<file path="src/design/hsfr_pkg.sv">
// ============================================================================
// hsfr_pkg
// Shared types, constants and helper functions of the serial frame receiver.
// ============================================================================
`default_nettype none

package hsfr_pkg;

    localparam int BufDepth = 64;
    localparam int CntW     = $clog2(BufDepth + 1);
    localparam int AddrW    = $clog2(BufDepth);

    localparam logic [7:0] TAIL_FF  = 8'hFF;
    localparam logic [7:0] TAIL_01  = 8'h01;
    localparam logic [7:0] TAIL_FE  = 8'hFE;
    localparam logic [15:0] CRC_INIT = 16'hFFFF;
    localparam logic [15:0] CRC_POLY = 16'hA001;

    localparam logic [2:0] CFG_USE_END_MARKERS = 3'd0;
    localparam logic [2:0] CFG_HEADER_LENGTH   = 3'd1;
    localparam logic [2:0] CFG_HEADER_BYTES    = 3'd2;
    localparam logic [2:0] CFG_TAIL_LENGTH     = 3'd3;
    localparam logic [2:0] CFG_TAIL_BYTES      = 3'd4;

    typedef enum logic [1:0] {
        KIND_READY = 2'd0,
        KIND_OVF   = 2'd1,
        KIND_FRAME = 2'd2
    } kind_t;

    typedef struct packed {
        kind_t           kind;
        logic [CntW-1:0] len;
    } cmd_t;

    typedef struct packed {
        logic             en;
        logic [AddrW-1:0] addr;
        logic [7:0]       data;
    } mem_wr_t;

    function automatic logic [2:0] clamp4(input logic [2:0] v);
        return (v > 3'd4) ? 3'd4 : v;
    endfunction

    function automatic logic [7:0] byte_of(input logic [31:0] w, input logic [1:0] i);
        return w[8*i +: 8];
    endfunction

    function automatic logic [15:0] crc16_byte(input logic [15:0] crc_in, input logic [7:0] b);
        logic [15:0] c;
        c = crc_in ^ {8'h00, b};
        for (int k = 0; k < 8; k++) begin
            c = c[0] ? ((c >> 1) ^ CRC_POLY) : (c >> 1);
        end
        return c;
    endfunction

    // w[0] holds the newest byte
    function automatic logic tail_hit(input logic [3:0][7:0] w, input logic [31:0] tail,
                                      input logic [2:0] len);
        logic hit;
        hit = 1'b1;
        for (int i = 0; i < 4; i++) begin
            if (3'(i) < len) begin
                if (w[2'(len - 3'(i) - 3'd1)] != byte_of(tail, 2'(i))) begin
                    hit = 1'b0;
                end
            end
        end
        return hit;
    endfunction

endpackage

`default_nettype wire

</file>
<file path="src/design/hsfr_front.sv">
// ============================================================================
// hsfr_front
// Byte intake: header match, payload store, tail and CRC detection.
// ============================================================================
`default_nettype none

module hsfr_front (
    input  wire logic                   clk,
    input  wire logic                   rst_n,
    input  wire logic                   in_valid,
    output logic                        in_ready,
    input  wire logic [7:0]             rx_byte,
    input  wire logic                   cfg_valid,
    input  wire logic [2:0]             cfg_index,
    input  wire logic [31:0]            cfg_data,
    input  wire logic                   fifo_full,
    input  wire logic                   frame_done,
    output logic                        push_valid,
    output hsfr_pkg::cmd_t              push_cmd,
    output hsfr_pkg::mem_wr_t           mem_wr
);

    typedef enum logic [4:0] {
        PH_INIT  = 5'b00001,
        PH_IDLE  = 5'b00010,
        PH_HEAD  = 5'b00100,
        PH_RCV   = 5'b01000,
        PH_ERROR = 5'b10000
    } phase_t;

    phase_t                       phase_reg, phase_next;
    logic [hsfr_pkg::CntW-1:0]    cnt_reg, cnt_next, cnt_inc;
    logic [3:0][7:0]              win_reg, win_next, win_sh;
    logic [3:0][15:0]             crc_reg, crc_next;
    logic                         frame_out_reg, frame_out_next;
    logic                         use_end_reg;
    logic [2:0]                   hlen_reg, tlen_reg, hlen, tlen;
    logic [31:0]                  hdr_reg, tail_reg;
    logic                         accept, ff_hit, crc_hit, cust_hit;

    always_ff @(posedge clk or negedge rst_n)
    begin
        if (!rst_n)
        begin
            use_end_reg <= 1'b1;
            hlen_reg    <= '0;
            hdr_reg     <= '0;
            tlen_reg    <= '0;
            tail_reg    <= '0;
        end
        else if (cfg_valid)
        begin
            case (cfg_index)
                hsfr_pkg::CFG_USE_END_MARKERS: use_end_reg <= cfg_data[0];
                hsfr_pkg::CFG_HEADER_LENGTH:   hlen_reg    <= cfg_data[2:0];
                hsfr_pkg::CFG_HEADER_BYTES:    hdr_reg     <= cfg_data;
                hsfr_pkg::CFG_TAIL_LENGTH:     tlen_reg    <= cfg_data[2:0];
                hsfr_pkg::CFG_TAIL_BYTES:      tail_reg    <= cfg_data;
                default: ;
            endcase
        end
    end

    assign hlen     = hsfr_pkg::clamp4(hlen_reg);
    assign tlen     = hsfr_pkg::clamp4(tlen_reg);
    assign in_ready = !fifo_full && !frame_out_reg;
    assign accept   = in_valid && in_ready;
    assign cnt_inc  = cnt_reg + 1'b1;
    assign win_sh   = {win_reg[2:0], rx_byte};

    assign ff_hit   = (cnt_inc >= hsfr_pkg::CntW'(3)) && win_sh[0] == hsfr_pkg::TAIL_FF
                      && win_sh[1] == hsfr_pkg::TAIL_FF && win_sh[2] == hsfr_pkg::TAIL_FF;
    assign crc_hit  = (cnt_inc >= hsfr_pkg::CntW'(4)) && win_sh[3] == hsfr_pkg::TAIL_01
                      && win_sh[2] == hsfr_pkg::TAIL_FE && win_sh[1] == hsfr_pkg::TAIL_FE
                      && win_sh[0] == hsfr_pkg::TAIL_FE;
    assign cust_hit = (tlen != 3'd0) && (cnt_inc >= hsfr_pkg::CntW'(tlen))
                      && hsfr_pkg::tail_hit(win_sh, tail_reg, tlen);

    always_comb
    begin
        phase_next = phase_reg;
        cnt_next   = cnt_reg;
        win_next   = win_reg;
        crc_next   = crc_reg;
        mem_wr     = '0;
        push_valid = 1'b0;
        push_cmd   = '{kind: hsfr_pkg::KIND_READY, len: '0};
        if (accept)
        begin
            case (phase_reg)
                PH_INIT:
                begin
                    phase_next = PH_IDLE;
                    push_valid = 1'b1;
                end
                PH_IDLE, PH_ERROR:
                begin
                    cnt_next = '0;
                    if (hlen == 3'd0)
                    begin
                        mem_wr      = '{en: 1'b1, addr: '0, data: rx_byte};
                        cnt_next    = hsfr_pkg::CntW'(1);
                        win_next    = win_sh;
                        crc_next[0] = hsfr_pkg::crc16_byte(hsfr_pkg::CRC_INIT, rx_byte);
                        phase_next  = PH_RCV;
                    end
                    else if (rx_byte == hsfr_pkg::byte_of(hdr_reg, 2'd0))
                    begin
                        if (hlen == 3'd1)
                        begin
                            crc_next[0] = hsfr_pkg::CRC_INIT;
                            phase_next  = PH_RCV;
                        end
                        else
                        begin
                            mem_wr     = '{en: 1'b1, addr: '0, data: rx_byte};
                            cnt_next   = hsfr_pkg::CntW'(1);
                            phase_next = PH_HEAD;
                        end
                    end
                end
                PH_HEAD:
                begin
                    if (cnt_reg >= hsfr_pkg::CntW'(hsfr_pkg::BufDepth))
                    begin
                        phase_next = PH_ERROR;
                        push_valid = 1'b1;
                        push_cmd   = '{kind: hsfr_pkg::KIND_OVF, len: '0};
                    end
                    else if (cnt_reg >= hsfr_pkg::CntW'(hlen)
                             || rx_byte != hsfr_pkg::byte_of(hdr_reg, cnt_reg[1:0]))
                    begin
                        phase_next = PH_IDLE;
                    end
                    else
                    begin
                        mem_wr   = '{en: 1'b1, addr: cnt_reg[hsfr_pkg::AddrW-1:0],
                                     data: rx_byte};
                        cnt_next = cnt_inc;
                        if (cnt_inc == hsfr_pkg::CntW'(hlen))
                        begin
                            cnt_next    = '0;
                            crc_next[0] = hsfr_pkg::CRC_INIT;
                            phase_next  = PH_RCV;
                        end
                    end
                end
                PH_RCV:
                begin
                    if (cnt_reg >= hsfr_pkg::CntW'(hsfr_pkg::BufDepth))
                    begin
                        phase_next = PH_ERROR;
                        push_valid = 1'b1;
                        push_cmd   = '{kind: hsfr_pkg::KIND_OVF, len: '0};
                    end
                    else
                    begin
                        mem_wr      = '{en: 1'b1, addr: cnt_reg[hsfr_pkg::AddrW-1:0],
                                        data: rx_byte};
                        cnt_next    = cnt_inc;
                        win_next    = win_sh;
                        crc_next[0] = hsfr_pkg::crc16_byte(crc_reg[0], rx_byte);
                        crc_next[3:1] = crc_reg[2:0];
                        if (use_end_reg)
                        begin
                            if (ff_hit)
                            begin
                                phase_next = PH_IDLE;
                                push_cmd   = '{kind: hsfr_pkg::KIND_FRAME,
                                               len: cnt_inc - hsfr_pkg::CntW'(3)};
                                push_valid = (push_cmd.len != '0);
                            end
                            else if (crc_hit)
                            begin
                                phase_next = PH_IDLE;
                                push_cmd   = '{kind: hsfr_pkg::KIND_FRAME,
                                               len: cnt_inc - hsfr_pkg::CntW'(4)};
                                push_valid = (push_cmd.len != '0) && (crc_reg[3] == '0);
                            end
                            else if (cust_hit)
                            begin
                                phase_next = PH_IDLE;
                                push_cmd   = '{kind: hsfr_pkg::KIND_FRAME,
                                               len: cnt_inc - hsfr_pkg::CntW'(tlen)};
                                push_valid = (push_cmd.len != '0);
                            end
                        end
                    end
                end
                default:
                begin
                    phase_next = PH_IDLE;
                end
            endcase
        end
    end

    always_comb
    begin
        frame_out_next = frame_out_reg;
        if (frame_done)
        begin
            frame_out_next = 1'b0;
        end
        if (push_valid && push_cmd.kind == hsfr_pkg::KIND_FRAME)
        begin
            frame_out_next = 1'b1;
        end
    end

    always_ff @(posedge clk or negedge rst_n)
    begin
        if (!rst_n)
        begin
            phase_reg     <= PH_INIT;
            cnt_reg       <= '0;
            frame_out_reg <= 1'b0;
        end
        else
        begin
            phase_reg     <= phase_next;
            cnt_reg       <= cnt_next;
            frame_out_reg <= frame_out_next;
        end
    end

    always_ff @(posedge clk)
    begin
        win_reg <= win_next;
        crc_reg <= crc_next;
    end

endmodule

`default_nettype wire

</file>
<file path="src/design/hsfr_cmd_fifo.sv">
// ============================================================================
// hsfr_cmd_fifo
// Two-entry request queue between intake and emission.
// ============================================================================
`default_nettype none

module hsfr_cmd_fifo (
    input  wire logic                   clk,
    input  wire logic                   rst_n,
    input  wire logic                   push,
    input  wire hsfr_pkg::cmd_t         push_cmd,
    output logic                        full,
    input  wire logic                   pop,
    output logic                        not_empty,
    output hsfr_pkg::cmd_t              head
);

    hsfr_pkg::cmd_t entry_reg [2];
    logic           wp_reg, rp_reg;
    logic [1:0]     fill_reg;

    assign full      = (fill_reg == 2'd2);
    assign not_empty = (fill_reg != 2'd0);
    assign head      = entry_reg[rp_reg];

    always_ff @(posedge clk or negedge rst_n)
    begin
        if (!rst_n)
        begin
            wp_reg   <= 1'b0;
            rp_reg   <= 1'b0;
            fill_reg <= '0;
        end
        else
        begin
            if (push)
            begin
                wp_reg <= ~wp_reg;
            end
            if (pop)
            begin
                rp_reg <= ~rp_reg;
            end
            fill_reg <= fill_reg + {1'b0, push} - {1'b0, pop};
        end
    end

    always_ff @(posedge clk)
    begin
        if (push)
        begin
            entry_reg[wp_reg] <= push_cmd;
        end
    end

endmodule

`default_nettype wire

</file>
<file path="src/design/hsfr_back.sv">
// ============================================================================
// hsfr_back
// Frame store and result emission: events and payload bytes in order.
// ============================================================================
`default_nettype none

module hsfr_back (
    input  wire logic                   clk,
    input  wire logic                   rst_n,
    input  wire hsfr_pkg::mem_wr_t      mem_wr,
    input  wire logic                   cmd_valid,
    input  wire hsfr_pkg::cmd_t         cmd,
    output logic                        cmd_pop,
    output logic                        frame_done,
    output logic                        out_valid,
    input  wire logic                   out_ready,
    output logic [1:0]                  event_kind,
    output logic [7:0]                  payload_byte,
    output logic                        frame_last
);

    typedef enum logic [3:0] {
        S_IDLE = 4'b0001,
        S_RD   = 4'b0010,
        S_LD   = 4'b0100,
        S_OUT  = 4'b1000
    } state_t;

    logic [7:0]                 mem [hsfr_pkg::BufDepth];
    logic [7:0]                 rd_data_reg;
    state_t                     state_reg, state_next;
    logic [hsfr_pkg::CntW-1:0]  idx_reg, idx_next, len_reg, len_next;
    logic                       valid_reg, valid_next, last_reg, last_next;
    logic                       is_frame_reg, is_frame_next;
    logic [1:0]                 kind_reg, kind_next;
    logic [7:0]                 byte_reg, byte_next;

    always_ff @(posedge clk)
    begin
        if (mem_wr.en)
        begin
            mem[mem_wr.addr] <= mem_wr.data;
        end
        rd_data_reg <= mem[idx_reg[hsfr_pkg::AddrW-1:0]];
    end

    always_comb
    begin
        state_next    = state_reg;
        idx_next      = idx_reg;
        len_next      = len_reg;
        valid_next    = valid_reg;
        last_next     = last_reg;
        is_frame_next = is_frame_reg;
        kind_next     = kind_reg;
        byte_next     = byte_reg;
        cmd_pop       = 1'b0;
        frame_done    = 1'b0;
        case (state_reg)
            S_IDLE:
            begin
                if (cmd_valid)
                begin
                    cmd_pop       = 1'b1;
                    is_frame_next = (cmd.kind == hsfr_pkg::KIND_FRAME);
                    if (cmd.kind == hsfr_pkg::KIND_FRAME)
                    begin
                        idx_next   = '0;
                        len_next   = cmd.len;
                        state_next = S_RD;
                    end
                    else
                    begin
                        kind_next  = cmd.kind;
                        byte_next  = '0;
                        last_next  = 1'b1;
                        valid_next = 1'b1;
                        state_next = S_OUT;
                    end
                end
            end
            S_RD:
            begin
                state_next = S_LD;
            end
            S_LD:
            begin
                kind_next  = hsfr_pkg::KIND_FRAME;
                byte_next  = rd_data_reg;
                last_next  = (idx_reg + 1'b1 == len_reg);
                valid_next = 1'b1;
                state_next = S_OUT;
            end
            S_OUT:
            begin
                if (out_ready)
                begin
                    valid_next = 1'b0;
                    state_next = S_IDLE;
                    if (is_frame_reg && !last_reg)
                    begin
                        idx_next   = idx_reg + 1'b1;
                        state_next = S_RD;
                    end
                    else if (is_frame_reg)
                    begin
                        frame_done = 1'b1;
                    end
                end
            end
            default:
            begin
                state_next = S_IDLE;
                valid_next = 1'b0;
            end
        endcase
    end

    always_ff @(posedge clk or negedge rst_n)
    begin
        if (!rst_n)
        begin
            state_reg    <= S_IDLE;
            valid_reg    <= 1'b0;
            idx_reg      <= '0;
            len_reg      <= '0;
            is_frame_reg <= 1'b0;
        end
        else
        begin
            state_reg    <= state_next;
            valid_reg    <= valid_next;
            idx_reg      <= idx_next;
            len_reg      <= len_next;
            is_frame_reg <= is_frame_next;
        end
    end

    always_ff @(posedge clk)
    begin
        kind_reg <= kind_next;
        byte_reg <= byte_next;
        last_reg <= last_next;
    end

    assign out_valid    = valid_reg;
    assign event_kind   = kind_reg;
    assign payload_byte = byte_reg;
    assign frame_last   = last_reg;

`ifndef ASSERT_OFF
    a_valid_in_out: assert property (@(posedge clk) disable iff (!rst_n)
        valid_reg == (state_reg == S_OUT))
        else $error("result valid outside output state");

    a_state_onehot: assert property (@(posedge clk) disable iff (!rst_n)
        $onehot(state_reg))
        else $error("emission state not one-hot");

    a_done_last: assert property (@(posedge clk) disable iff (!rst_n)
        frame_done |-> (last_reg && kind_reg == hsfr_pkg::KIND_FRAME))
        else $error("frame finished on a non-final byte");

    a_event_zero: assert property (@(posedge clk) disable iff (!rst_n)
        (valid_reg && kind_reg != hsfr_pkg::KIND_FRAME) |-> (byte_reg == '0 && last_reg))
        else $error("event result carries payload");
`endif

endmodule

`default_nettype wire

</file>
<file path="src/design/hmi_serial_frame_receiver.sv">
// ============================================================================
// hmi_serial_frame_receiver
// Serial byte deframer with header match, tail detection and CRC-16 check.
// ============================================================================
// Each received byte is taken by the intake stage, which matches the header,
// stores payload and spots a tail; results go through a two-entry request
// queue to the emission stage. A ready or overflow event is written into the
// queue and then registered at the output by the emission stage. The first
// payload byte of a frame is presented after the read and load steps, and each
// further byte passes through read, load and present in turn. Intake stalls
// while the queue is full and while a frame is being emitted, and resumes the
// cycle after its last byte is handed over.
`default_nettype none

module hmi_serial_frame_receiver (
    input  wire logic        clk,
    input  wire logic        rst_n,
    input  wire logic        in_valid,
    output logic             in_ready,
    input  wire logic [7:0]  rx_byte,
    input  wire logic        cfg_valid,
    output logic             cfg_ready,
    input  wire logic [2:0]  cfg_index,
    input  wire logic [31:0] cfg_data,
    output logic             out_valid,
    input  wire logic        out_ready,
    output logic [1:0]       event_kind,
    output logic [7:0]       payload_byte,
    output logic             frame_last
);

    hsfr_pkg::cmd_t     push_cmd, head_cmd;
    hsfr_pkg::mem_wr_t  mem_wr;
    logic               push_valid, fifo_full, fifo_ne, cmd_pop, frame_done;

    assign cfg_ready = 1'b1;

    hsfr_front u_front (
        .clk        (clk),
        .rst_n      (rst_n),
        .in_valid   (in_valid),
        .in_ready   (in_ready),
        .rx_byte    (rx_byte),
        .cfg_valid  (cfg_valid),
        .cfg_index  (cfg_index),
        .cfg_data   (cfg_data),
        .fifo_full  (fifo_full),
        .frame_done (frame_done),
        .push_valid (push_valid),
        .push_cmd   (push_cmd),
        .mem_wr     (mem_wr)
    );

    hsfr_cmd_fifo u_fifo (
        .clk        (clk),
        .rst_n      (rst_n),
        .push       (push_valid),
        .push_cmd   (push_cmd),
        .full       (fifo_full),
        .pop        (cmd_pop),
        .not_empty  (fifo_ne),
        .head       (head_cmd)
    );

    hsfr_back u_back (
        .clk          (clk),
        .rst_n        (rst_n),
        .mem_wr       (mem_wr),
        .cmd_valid    (fifo_ne),
        .cmd          (head_cmd),
        .cmd_pop      (cmd_pop),
        .frame_done   (frame_done),
        .out_valid    (out_valid),
        .out_ready    (out_ready),
        .event_kind   (event_kind),
        .payload_byte (payload_byte),
        .frame_last   (frame_last)
    );

endmodule

`default_nettype wire
</file>
<file path="config.mk">
export PLATFORM = sky130hd
export DESIGN_NAME = hmi_serial_frame_receiver
export DESIGN_NICKNAME = d
export VERILOG_FILES = /design/src/design/hsfr_pkg.sv /design/src/design/hsfr_front.sv /design/src/design/hsfr_cmd_fifo.sv /design/src/design/hsfr_back.sv /design/src/design/hmi_serial_frame_receiver.sv
export SDC_FILE = /design/constraint.sdc
export NUM_CORES = 1
export LEC_CHECK = 0
export ABC_AREA = 1
export BUFFER_PORTS_ARGS = -buffer_cell sky130_fd_sc_hd__buf_2
export CAP_MARGIN = 30
export CORE_MARGIN = 2
export CORE_UTILIZATION = 59
export CTS_BUF_LIST = sky130_fd_sc_hd__clkbuf_16
export CTS_CLUSTER_SIZE = 40
export DETAILED_ROUTE_END_ITERATION = 8
export PLACE_DENSITY = 0.78
export SETUP_SLACK_MARGIN = 0.2
export SYNTH_ARGS = -nofsm -noshare
export SYNTH_HDL_FRONTEND = slang
export SYNTH_HIERARCHICAL = 1
export SYNTH_SLANG_ARGS = --single-unit
</file>
<file path="constraint.sdc">
create_clock -name clk -period 7.6 [get_ports clk]
set_clock_uncertainty 0.2 [all_clocks]
set_input_delay 1.9 -clock clk [delete_from_list [all_inputs] [get_ports clk]]
set_output_delay 1.9 -clock clk [all_outputs]
set_load 0.02 [all_outputs]
</file>
# ---- Word level (Yosys, flattened, before mapping)
# Memories as Yosys holds them, arrays and structs flattened. A register that Yosys moved wholly into a read port is not among the register bits.
# Cells that the tools add are included.
dict set report word_totals {
  register_bits 207
  latchBits 0
  ram_bits 530
  mem_bits_ro 0
  in_bits 48
  output_inout_bits 14
  wordCells 296
  n_memories 2
}
dict set report op_classes {
  n_addsub 13
  multipliers 0
  n_div 0
  order_cmp 15
  eq_ne 47
  n_shift 1
  n_mux 122
  bitwise 22
  n_reduce_logical 48
}
# memory depth width read_ports rd_clocked_by_memory_dff wr line
set memory_table {}
lappend memory_table {u_back.mem 64 8 1 1 1 hsfr_back.sv:29} ;# logic [7:0] mem [hsfr_pkg::BufDepth];
lappend memory_table {u_fifo.entry_reg 2 9 1 0 1 hsfr_cmd_fifo.sv:18} ;# hsfr_pkg::cmd_t entry_reg [2];
# cell n
set ops {}
lappend ops {{$mux W16} 23}
lappend ops {{$mux W15} 7}
lappend ops {{$mux W7} 10}
lappend ops {{$bmux W8 S2} 4}
lappend ops {{$mux W8} 7}
lappend ops {{$mux W9} 6}
lappend ops {{$mux W5} 10}
lappend ops {{$eq A8 B8 Y1 const B} 6}
lappend ops {{$mux W24} 2}
lappend ops {{$not A2 Y3} 16}
lappend ops {{$pmux W16 S3} 1}
lappend ops {{$pmux W24 S2} 1}
lappend ops {{$pmux W15 S3} 1}
lappend ops {{$ne A8 B8 Y1} 5}
lappend ops {{$shiftx A32 B6 Y8} 1}
lappend ops {{$mux W1} 31}
lappend ops {{$pmux W7 S3} 1}
lappend ops {{$reduce_bool A7 Y1} 3}
lappend ops {{$pmux W9 S2} 1}
lappend ops {{$logic_not A16 Y1} 1}
lappend ops {{$mux W4} 4}
lappend ops {{$not A8 Y16} 1}
lappend ops {{$pmux W4 S4} 1}
lappend ops {{$pmux W8 S2} 1}
lappend ops {{60 further kinds} 124}

# ---- Longest topological paths before layout
dict set report depth {
  depth_word 25
  ltp_mapped 27
  mapped_depth_nobuf 24
}

# ---- Cells and area by module
# The synthesis kept the hierarchy.
# mod instances cells_per_inst area_each_um2 seq_area_each_um2
set modules_own_cells {}
lappend modules_own_cells {hsfr_back 1 2266 23503.8 16366.9}
lappend modules_own_cells {hsfr_front 1 1208 9754.4 4747.1}
lappend modules_own_cells {hsfr_cmd_fifo 1 72 895.9 640.6}
lappend modules_own_cells {hmi_serial_frame_receiver 1 2 11.3 0.0}

# ---- Least setup slack after synthesis
# Ideal clock, no wire load.
dict set report synth_path {
  path_kind {in2reg}
  from {input rx_byte[6]}
  to {memory u_back.mem[0][0], data pin}
  setup_time_ns 0.500
  arrival_time_ns 4.653
  required_ns 6.900
  slack_ns 2.247
  path_stages 10
  n_path_buf 1
  cell_sequence {clkbuf_1 -> xor2_1 -> nand3_1 -> nor4_1 -> nand3_1 -> nand2_1 -> inv_1 -> o21ai_0 -> nand2_1 -> nor2_1}
}
# element line
set synth_rtl {}
lappend synth_rtl {{start: declaration} hmi_serial_frame_receiver.sv:20} ;# input wire logic [7:0] rx_byte,
lappend synth_rtl {{end: declaration} hsfr_back.sv:29}

# ---- Worst setup path in the final report
dict set report layout_path {
  from {register u_front.tlen_reg[0]}
  to {memory u_fifo/entry_reg[0][3] in the netlist's numbering, enable pin}
}
dict set report layout_between {
  elab_chain_len 24
  elab_cells_between_ends 47
  classes_between {add/sub: 7; order compare: 6; eq/ne: 4; mux: 26; reduce/logical: 4}
}
# element line
set layout_lines {}
lappend layout_lines {{start: declaration} hsfr_front.sv:37} ;# logic [2:0] hlen_reg, tlen_reg, hlen, tlen;
lappend layout_lines {{start signal: assignment} hsfr_front.sv:57} ;# hsfr_pkg::CFG_TAIL_LENGTH: tlen_reg <= cfg_data[2:0];
lappend layout_lines {{$gt A3 B3 Y1} hsfr_pkg.sv:43} ;# return (v > 3'd4) ? 3'd4 : v;
lappend layout_lines {{$mux W3 (*)} hsfr_pkg.sv:43}
lappend layout_lines {{branches (longest 13 deep; another with $sub A2 B1 Y2)} --}
lappend layout_lines {{$mux W1 (*)} hsfr_front.sv:180} ;# else if (cust_hit)
lappend layout_lines {{$mux W1 (*)} hsfr_front.sv:173} ;# else if (crc_hit)
lappend layout_lines {{$mux W1 (*)} hsfr_front.sv:166} ;# if (ff_hit)
lappend layout_lines {{$mux W1 (*)} hsfr_front.sv:164} ;# if (use_end_reg)
lappend layout_lines {{$mux W1 (*)} hsfr_front.sv:150} ;# if (cnt_reg >= hsfr_pkg::CntW'(hsfr_pkg::BufDepth))
lappend layout_lines {{$pmux W1 S3 (*)} hsfr_front.sv:90} ;# case (phase_reg)
lappend layout_lines {{$mux W1 (*)} hsfr_front.sv:88} ;# if (accept)
lappend layout_lines {{net push_valid} hmi_serial_frame_receiver.sv:34} ;# logic push_valid, fifo_full, fifo_ne, cmd_pop, frame_done;
lappend layout_lines {{$mux W1 (*)} hsfr_cmd_fifo.sv:50} ;# if (push)
lappend layout_lines {{$mux W1 (implied by the code) (*)} hsfr_cmd_fifo.sv:52} ;# entry_reg[wp_reg] <= push_cmd;
lappend layout_lines {{end: declaration} hsfr_cmd_fifo.sv:18}
# Mark *: on every way through the listed nets, which the timed path passes. The select of a mux whose other input is x is not followed.

==> key figures <==
Critical path
  – Critical Path Most Common Cell: nand2_1
  – Endpoint class of the critical path: register
  – Required time of the worst setup path: ~7600 ps
  – Data arrival, critical path: ~5600 ps
  – Setup CP Type: reg2reg
  – Max stage delay on crit path: about 810 ps
  – Crit path max fanout: a little over 40
  – Startpoint Class: register
  – Critical Path Slowest Stage Cell: o21ai_4
  – Crit-path cells: buf_4, o21ai_4, nand2_4, ha_1, clkinv_1, nand3_1, nand2_1, nand2_1, nand2_1, inv_1, nand2_1, nor2_1, nand2_1, nand2_1, nand2_1, nand2_1, nand3_1, nand2_1, nand2_1, a21oi_1, inv_1, nor2_1

Synthesis
  – Sequential cell area fraction in the yosys report: a little under two thirds
  – Asr flop ratio synth: 14.5%
  – Mapped Cells: around 3500
  – Yosys top cell area share: a little under three fifths
  – #FFs+latches synth: ~750
  – Post-synth EDFFs: about 630
  – Cell variety after synth: 53
  – Top_reg_cell synth: edfxtp_1
  – Synth warnings: 6
  – Mapped Nets: 3618
  – Post-synth top area cell: edfxtp_1
  – Avg Cell Area, Syn: between 9 and 10 µm²
  – Mapped cell area: 34200 µm²
  – Top cells by area, synth: edfxtp_1, nand2_1, dfrtp_1

Pwr
  – Power Density: around 320 nW/µm²
  – Switching Fraction: 35.5%
  – Peak VDD IR: a little over 0.2 mV
  – Clock power share: ~28%
  – Logic pwr share: between 20% and 30%
  – Int Pwr: roughly 0.0077 W
  – Static Leak: between 15 and 20 nW
  – P_sw: approximately 0.0042 W
  – Flop pwr share: between 40 and 50%

Cells and area
  – Fraction of layout cells with a size suffix above 1: under 10%
  – Most frequent cells in the layout: nand2_1, edfxtp_1, inv_1
  – Commonest non-fill, non-tap cell in the layout: nand2_1
  – Max reg flops: ~510
  – Fillers: approximately 4400
  – Area taken by multi-input logic gates: slightly above 10000 µm²
  – Area growth from synthesis to layout: 9.10%
  – Nets: 3639
  – Diode count: 0
  – FF+latch area: ~22000 µm²

Flow run
  – Max-cap violations: 0

Placed design
  – IO Port Bufs: 60
  – Placer Congestion: approximately 0.96
  – DP Wirelength: between 50000 and 60000 µm

Routing
  – DRT antenna net count: 0
  – Pre-antenna DRT Iters: 7
  – DRT Wirelength: 83600 µm
  – DR vias: 24800
  – DR vias/cell: about 5.6
  – WL per Instance: roughly 19 µm
  – Met3 wire length: 7720 µm
  – Met2 wire length: around 40000 µm
  – Highest routed metal layer: met5
  – DR iter-0 viols: a little under 3000
  – DRC viols: 0
  – Met1 WL: around 32000 µm

Die
  – Die width: between 200 and 250 µm
  – Core ar.: ~57000 µm²
  – Die Ht: approximately 240 µm
  – Die area: between 50000 and 60000 µm²
  – Initial Util: 59.4%
  – FP Rows: 88
  – I/O pin cnt: a little over 60

Timing
  – Final hold violations: 0
  – Unrepaired setup endpoints after global routing: no
  – Final min period: between 5000 and 6000 ps
  – Endpoints failing setup: 0
  – Slew headroom: roughly a third
  – Slew @ Worst Pin: 1010 ps
  – Setup TNS: 0 ps
  – Max Freq: between 0.15 and 0.2 GHz
  – Hold_ws: ~220 ps
  – Final Cycle Share: about three quarters
  – Final Max Tran Viols: 0

CTS
  – Clock buffer depth: 3
  – CTS tree: done
  – Worst skew pair latency: 630 ps
  – H-Tree Depth: 3
  – Root Driver: clkbuf_16
  – Clock-pin slew on the worst setup and hold paths: ~60 ps
  – CTS Buf Count: 74
  – Post-CTS Hold Buffers: 0
  – CTS Sinks: between 700 and 800
  – Setup Buffers After CTS: 0
  – Resize count post-CTS: 0

Global routing
  – Largest net degree at the start of global routing: 98
  – Grt ovf: 0
  – Antenna violations before repair: 1
  – Global-route wire length before repair: between 100000 and 150000 µm
  – Total Routing Usage GR: between 20 and 30%
  – Vias in the first global route: 23500

Status
  – Status: finished clean

Hold path
  – Hold/Removal Path Class: reg2reg
cell usage after synthesis (2+ instances only):
master / n
buf_4: 11
nand2_2: 5
xnor2_1: 16
buf_2: 57
nor4_1: 17
nand4_1: 10
nand3_1: 369
a22oi_1: 3
buf_1: 8
a21boi_0: 2
nand3b_1: 11
inv_1: 389
dfxtp_1: 8
ha_1: 21
and3_1: 2
clkbuf_1: 61
xor2_1: 41
or2_2: 14
a32o_1: 2
inv_2: 3
o21ai_1: 4
nor3_1: 30
a21oi_1: 60
o22ai_1: 4
o21ai_0: 191
nand2_1: 1084
o21a_1: 3
buf_6: 16
a31oi_1: 6
nor2_1: 337
a211oi_1: 2
dfstp_2: 3
dfrtp_1: 105
edfxtp_1: 629
clkinv_1: 6
power by group through the flow:
stage	Combinational [W]	Clock (W)	Sequential [W]
after CTS	0.00342	0.00346	0.00510
after global routing	0.00383	0.00361	0.00513
after detailed placement	0.00339	0	0.00518
after floorplan	0.00257	0	0.00506
after global placement	0.00333	0	0.00518
final	0.00346	0.00341	0.00511
cell families (layout without fill, tap and decap cells):
family | count (synthesis) | in the layout | synth area share, %
other | 1 | 1 | 0.0110
buffers and inverters | 554 | 636 | 6.86
XOR/XNOR | 58 | 58 | 1.51
AND/OR/NAND/NOR | 1883 | 1883 | 22.7
flip-flops | 745 | 745 | 63.7
AO/OA/AOI/OAI | 285 | 285 | 4.43
adder cells (fa/ha/maj) | 22 | 22 | 0.828
layout make-up:
| type | count | share of cell area [%] |
|---|---|---|
| timing repair buffer | 100 | 1.67 |
| tap | 765 | 2.57 |
| inverter | 399 | 4.03 |
| clock inverter | 62 | 1.05 |
| multi-input combinational | 2249 | 27.3 |
| sequential | 745 | 58.4 |
| clock buffer | 75 | 5.04 |
final timing paths:
path,slack [ps],end,start,cells after the start
max,2010,u_fifo/entry_reg[0][3]$_DFFE_PP_,u_front/tlen_reg[0]$_DFFE_PN0P_,22
min,220,u_front/crc_reg[57]$_DFFE_PP_,u_front/crc_reg[41]$_DFFE_PP_,0
max reg2reg,2010,u_fifo/entry_reg[0][3]$_DFFE_PP_,u_front/tlen_reg[0]$_DFFE_PN0P_,22
min reg2reg,220,u_front/crc_reg[57]$_DFFE_PP_,u_front/crc_reg[41]$_DFFE_PP_,0
max in group asynchronous,4870,u_front/tail_reg[4]$_DFFE_PN0P_,rst_n,2
min in group asynchronous,1100,u_fifo/fill_reg[0]$_DFF_PN0_,rst_n,1
routing by layer:
metal  track usage, %  up-vias
met3             4.42      248
met1             36.5    11500
met2             46.9     1311
li1                 -    11700
met5                0        -
met4             13.5        2
critical path: cells and delay by family (launching register included):
kind / cells / cell delay [ps]
buffers and inverters: 4 / 720
AND/OR/NAND/NOR: 15 / 2150
adder cells (fa/ha/maj): 1 / 630
AO/OA/AOI/OAI: 2 / 1110
flip-flops: 1 / 360
through the flow:
stage               utilization [%]  area [µm²]  setup WS, ps  total power (W)  cells
floorplan                         -       34200          2250          0.00763   3548
global placement               60.8       34900          1970          0.00850   4253
detailed placement             60.9       35000          1820          0.00858   4257
CTS                            64.8       37300          2140           0.0120   4394
global route                   64.9       37300          1540           0.0126   4395
finish                         64.9       37300          2010           0.0120   4395
No activity file was read; power rests on OpenSTA's default activity.
